### config.mk
export PLATFORM = sky130hd
export DESIGN_NAME = ptve_front
export DESIGN_NICKNAME = d
export VERILOG_FILES = /design/src/hw/rtl/ptve_pkg.sv /design/src/hw/rtl/ptve_front.sv
export SDC_FILE = /design/constraint.sdc
export NUM_CORES = 1
export LEC_CHECK = 0
export BUFFER_PORTS_ARGS = -buffer_cell sky130_fd_sc_hd__buf_2
export CAP_MARGIN = 25
export CORE_UTILIZATION = 50
export DETAILED_ROUTE_END_ITERATION = 8
export PLACE_DENSITY = 0.83
export REMOVE_ABC_BUFFERS = 1
export SETUP_SLACK_MARGIN = 0.4
export SLEW_MARGIN = 20
export SYNTH_ARGS = -nofsm -noshare
export SYNTH_HDL_FRONTEND = slang
export SYNTH_SLANG_ARGS = --single-unit
### constraint.sdc
create_clock -name i_clk -period 3 [get_ports i_clk]
set_input_delay 0.3 -clock i_clk [delete_from_list [all_inputs] [get_ports i_clk]]
set_output_delay 0.3 -clock i_clk [all_outputs]
set_load 0.01 [all_outputs]
### src/hw/rtl/ptve_pkg.sv
// Shared types and constants of the triangle voice engine.
// Used by ptve_front, ptve_back and poly_triangle_voice_engine; no dependencies.
`default_nettype none

package ptve_pkg;

    localparam int unsigned ENV_W   = 25;
    localparam int unsigned NOTE_W  = 7;
    localparam int unsigned VEL_W   = 16;
    localparam int unsigned PHASE_W = 32;
    localparam int unsigned SAMP_W  = 20;
    localparam int unsigned CNT_W   = 5;
    localparam int unsigned CFG_IDX_W = 2;
    localparam int unsigned NOTES   = 128;

    localparam logic [ENV_W-1:0] ENV_ONE       = 25'd16777216;
    localparam logic [ENV_W-1:0] ATTACK_RESET  = 25'd95109;
    localparam logic [ENV_W-1:0] RELEASE_RESET = 25'd2536;

    typedef enum logic [1:0] {
        OP_ON   = 2'd0,
        OP_OFF  = 2'd1,
        OP_TICK = 2'd2,
        OP_NONE = 2'd3
    } t_op;

    typedef enum logic [CFG_IDX_W-1:0] {
        REG_ATTACK  = 2'd0,
        REG_RELEASE = 2'd1,
        REG_SPARE0  = 2'd2,
        REG_SPARE1  = 2'd3
    } t_reg;

    typedef enum logic [1:0] {
        MODE_OFF     = 2'd0,
        MODE_ATTACK  = 2'd1,
        MODE_SUSTAIN = 2'd2,
        MODE_RELEASE = 2'd3
    } t_mode;

    typedef struct packed {
        t_op               op;
        logic [NOTE_W-1:0] note;
        logic [VEL_W-1:0]  vel;
    } t_cmd;

    typedef struct packed {
        t_mode              mode;
        logic [NOTE_W-1:0]  note;
        logic [PHASE_W-1:0] phase;
        logic [PHASE_W-1:0] step;
        logic [VEL_W-1:0]   level;
        logic [ENV_W-1:0]   env;
    } t_voice;

    localparam logic [31:0] OCTAVE_Q24 [12] = '{
        32'd137167144, 32'd145323527, 32'd153964914, 32'd163120144,
        32'd172819773, 32'd183096171, 32'd193983636, 32'd205518503,
        32'd217739269, 32'd230686720, 32'd244404066, 32'd258937088
    };

endpackage

`default_nettype wire

### src/hw/rtl/ptve_front.sv
// Command front end: two-entry queue of accepted commands, unused opcodes dropped.
// Depends on ptve_pkg.
`default_nettype none

module ptve_front (
    input  wire logic          i_clk,
    input  wire logic          i_rst_n,
    input  wire logic          push,
    output      logic          full,
    input  wire ptve_pkg::t_cmd i_cmd,
    output      logic          o_cmd_vld,
    output      ptve_pkg::t_cmd o_cmd,
    input  wire logic          i_cmd_take
);
    import ptve_pkg::*;

    t_cmd       r_q [2];
    logic       r_wp, n_wp;
    logic       r_rp, n_rp;
    logic [1:0] r_cnt, n_cnt;
    logic       wr, rd;

    assign full      = (r_cnt == 2'd2);
    assign o_cmd_vld = (r_cnt != 2'd0);
    assign o_cmd     = r_q[r_rp];

    always_comb begin
        wr    = push && !full && (i_cmd.op != OP_NONE);
        rd    = i_cmd_take && o_cmd_vld;
        n_wp  = wr ? ~r_wp : r_wp;
        n_rp  = rd ? ~r_rp : r_rp;
        n_cnt = r_cnt + {1'b0, wr} - {1'b0, rd};
    end

    always_ff @(posedge i_clk) begin
        if (!i_rst_n) begin
            r_wp  <= 1'b0;
            r_rp  <= 1'b0;
            r_cnt <= 2'd0;
        end else begin
            r_wp  <= n_wp;
            r_rp  <= n_rp;
            r_cnt <= n_cnt;
        end
    end

    always_ff @(posedge i_clk) begin
        if (wr) begin
            r_q[r_wp] <= i_cmd;
        end
    end

endmodule

`default_nettype wire

[Word level (Yosys, flattened, before mapping)]
Memory sizes are Yosys's and may differ from the RTL's. A register that Yosys moved wholly into a read port is not among the register bits.
Cells that the tools add are included.
Operators by class
  mux-type cells: 4
  add/sub/neg operators: 2
  bitwise logic cells: 2
  reductions and logical operators: 5
  equality and inequality tests: 2
Operator list (number)
  $mux W1: 4
  $logic_and A1 B1 Y1: 3
  $add A2 B1 Y2: 1
  $eq A2 B2 Y1 const B: 1
  $ne A2 B2 Y1 const B: 1
  $not A1 Y1: 2
  $reduce_bool A2 Y1: 1
  $sub A2 B1 Y2: 1
  $logic_not A1 Y1: 1
Storage, ports and cells
  RAM bits: 50
  input port bits: 29
  output and inout bits: 27
  memories: 1
  logic and storage cells: 19
  flip-flop bits (word level): 4
Memories
  r_q: depth 2, bits a word 25, rd ports 1, clocked after Yosys merged registers in 1, write ports 1, line ptve_front.sv:17  | t_cmd r_q [2];

[Logic depth before layout (Yosys ltp)]
  depth in word-level cells: 6
  depth in mapped cells: 8
  mapped depth without buffers: 8

[Worst setup path before layout]
No wires, ideal clock.
  path type: register to register
  start point: reg r_cnt[1]
  end point: mem r_q[1][0] (netlist bit), enable pin
  data required time: 2.593 ns
  path slack: 0.889 ns
  cell stages (with the launch flop): 4
  setup time: 0.407 ns
  path buffers: 0
  clock period less this slack: 2.111 ns
  arrival: 1.704 ns
  cell sequence: dfxtp_1 > nor2b_4 > nand3b_4 > nor2_1
Between the ends
  cells in the longest elaborated chain, start to end: 6
Ends and longest elaborated chain
  from (decl): line ptve_front.sv:20  | logic [1:0] r_cnt, n_cnt;
  from (signal assigned): line ptve_front.sv:43  | r_cnt <= n_cnt;
  $eq A2 B2 Y1: line ptve_front.sv:23  | assign full = (r_cnt == 2'd2);
  net full: line ptve_front.sv:9  | output logic full,
  $logic_not A1 Y1: line ptve_front.sv:28  | wr = push && !full && (i_cmd.op != OP_NONE);
  $logic_and A1 B1 Y1 (2 in a row): line ptve_front.sv:28
  $mux W1: line ptve_front.sv:48  | if (wr) begin
  $mux W1 (implied by the code): line ptve_front.sv:49  | r_q[r_wp] <= i_cmd;
  to (decl): line ptve_front.sv:17
The timed path passes the listed nets, and every way through them passes these cells.

==> impl_metrics.toml <==
[yosys]
synth_warnings = 0
synth_cell_types = 18
synth_most_common_cell = "edfxtp_1"
syn_inst = 104
synth_edf_count = 50
netlist_area_mm2 = 0.00217
syn_area_per_cell_um2 = 20.9
async_flop_share = 0
ys_top_cells_by_count = "edfxtp_1 (50), mux2_4 (20), dfxtp_1 (5), mux2_2 (5)"
synth_top_family_by_area = "multiplexers"
yosys.area_share.simple = 0.0386
synth.area.mux_share = 0.169
yosys.area_share.xor_xnor = 0.0121
synth_area_leaders = "edfxtp_1 (69%), mux2_4 (14%), dfxtp_1 (4.6%)"
synthFlopType = "edfxtp_1"
synth-adder-area-share = 0.0115
yosys.area.top_type_share = 0.692
synth-seq-area-share = 0.738
synth_compound_area_frac = 0.00346
yosysTopAreaCell = "edfxtp_1"
ys_ff_latch = 55

[cts]
clk_path_buf_depth = 2
cts_max_level = 2
root_buffer = "clkbuf_8"
cts.clk_slew.worst_paths_ns = 0.09
cts.sinks = 55
cts_tree = "built"
postCtsSetupBuffers = 0
hold_buffers = 0
cts_made_buffers = 5
insertion_delay_ns = 0.30
post_cts_resized = 0

[sta]
hold_viol_final = 0
drv_slew = 0
period_share = 0.669
rsz0062_at_grt = "false"
worst_pin_slew_ns = 0.761
finalSetupViolations = 0
fmax_mhz = 498
fin_setup_tns_ns = 0
slew_headroom = 0.493
min_period_ns = 2.01
fin_worst_skew_ns = 0.00540

[drt]
ant_nets = 0
vias = 1061
firstDrtPassIters = 3
vias_per_cell = 4.91
drtIter0Drc = 28
wirelength_mm = 3.20
drc = 0
wl_per_cell_um = 14.8

[finish]
fill_cells = 307
area_growth_syn_to_layout_pct = 19.3
final_nets = 196
n_antenna_cell = 0
drive_gt1_frac = 0.572
area.sequential_mm2 = 0.00160
fin_util = 0.633
multi_input_area_um2 = 514

[setup_path]
slowest_stage = "dfxtp_2"
end_kind = "output pin"
path_cells = "mux2_2, buf_2"
crit_buf_inv = 1
reg2reg_depth = 4
worstSetupPathDepth = 2
arrival_ns = 1.71
start_kind = "flop"
worst-path-max-fanout = 25
crit_required_ns = 2.70
criticalPathCategory = "flop to output pin"
cp_slowest_stage_delay_ns = 0.83
critPathTopFamily = "flip-flops"

[die]
die-area_mm2 = 0.00461
fp.dieW_um = 67.9
rows = 23
die_h_um = 67.9
design.core.area_mm2 = 0.00409
start_util = 0.531
io_pins = 56

[global_route]
grt_pass1_vias = 1008
track_usage = 0.152
grt_first_pass_wirelength_mm = 4.75
grt_max_degree = 26
grt_overflow_total = 0
antenna_found_initial = 0

[place]
dp_hpwl_mm = 2.34
portBuffers = 55
place_congestion = 0.661

[run_status]
status = "finished clean"

[power_and_ir_drop]
ir_worst_vdd_mv = 0.446
p_leak_nw = 1.03
power.density_mw_per_mm2 = 786
p_total_w = 0.00203

[worst_hold_path]
hold_path.class = "primary input to flop"
hold-path-cell-count = 1

[run]
drv_cap = 0
==> layer usage <==
metal  routed length, um  vias up  global-route usage
met4                  57        0              0.0781
met5                   0        -                   0
met1                1380      499               0.196
met3                 201        5              0.0383
met2                1560       44               0.238
li1                    -      513                   -
==> sequential cells by signal, indices dropped and copies added, names as in the netlist, named ones only <==
name and count:
r_wp 1, r_rp 1, r_q 50, r_cnt 2
==> worst register-to-register path, delay by kind of cell, from the launching register on <==
| kind | cells | cell delay, ns |
|---|---|---|
| buffers and inverters | 1 | 0.34 |
| flip-flops | 1 | 0.35 |
| AND/OR/NAND/NOR | 3 | 0.84 |
==> kinds of logic (layout without fill, tap and decap cells) <==
kind of cell	after synthesis	in the layout
muxes	26	26
AOI/OAI and AO/OA	1	1
DFF	55	55
adders and majority gates	2	2
buffers and inverters	5	67
xor gates and xnor gates	3	3
and+or+nand+nor	12	12
==> path summary, 6_finish.rpt <==
path	start	endpoint	slack, ns
worst max-delay path	flop	o_cmd[0]	0.99
worst min-delay path	i_cmd[18]	r_q[0][18]	0.18
worst min register to register	r_wp	r_wp	0.55
worst max register to register	r_cnt[1]	r_q[0][7]	1.17
==> through the flow <==
stage          instance area (um^2)  hold WS (ns)  std cells  setup slack [ns]
6_report                       2590         0.181        216             0.994
5_1_grt                        2590         0.168        216             0.922
4_1_cts                        2590         0.170        216             0.961
3_5_place_dp                   2480         0.494        208              1.19
3_3_place_gp                   2480         0.474        208              1.25
2_1_floorplan                  2120         0.399        101             0.889
==> cell type report <==
type,instances,share of cell area
Tap cell,50,0.0242
Clock inverter,2,0.0145
Multi-Input combinational cell,44,0.199
Inverter,2,0.00290
Sequential cell,55,0.619
Clock buffer,6,0.0280
Timing Repair Buffer,57,0.112
==> where the power goes <==
part	leakage [nW]	total, W	internal [W]	switching (W)
combinational	0.469	0.000528	0.000310	0.000218
clock	0.0514	0.000467	0.000249	0.000218
sequential	0.504	0.00104	0.000946	0.0000924
==> placed cells by master (no fill, tap or decap) <==
master	instances
nand2_1	3
ha_1	2
nor2b_4	1
dfxtp_2	1
xnor2_1	3
inv_1	2
nor2b_1	2
buf_2	55
mux2_4	20
edfxtp_1	50
clkinvlp_4	1
or2_2	1
o21a_1	1
nor2_2	2
clkbuf_1	1
clkbuf_8	5
mux2i_1	1
nand3b_4	1
bufinv_16	1
and2_1	2
buf_4	2
dfxtp_1	4
mux2_2	5
Note: power is estimated with default switching activity, not from simulation.
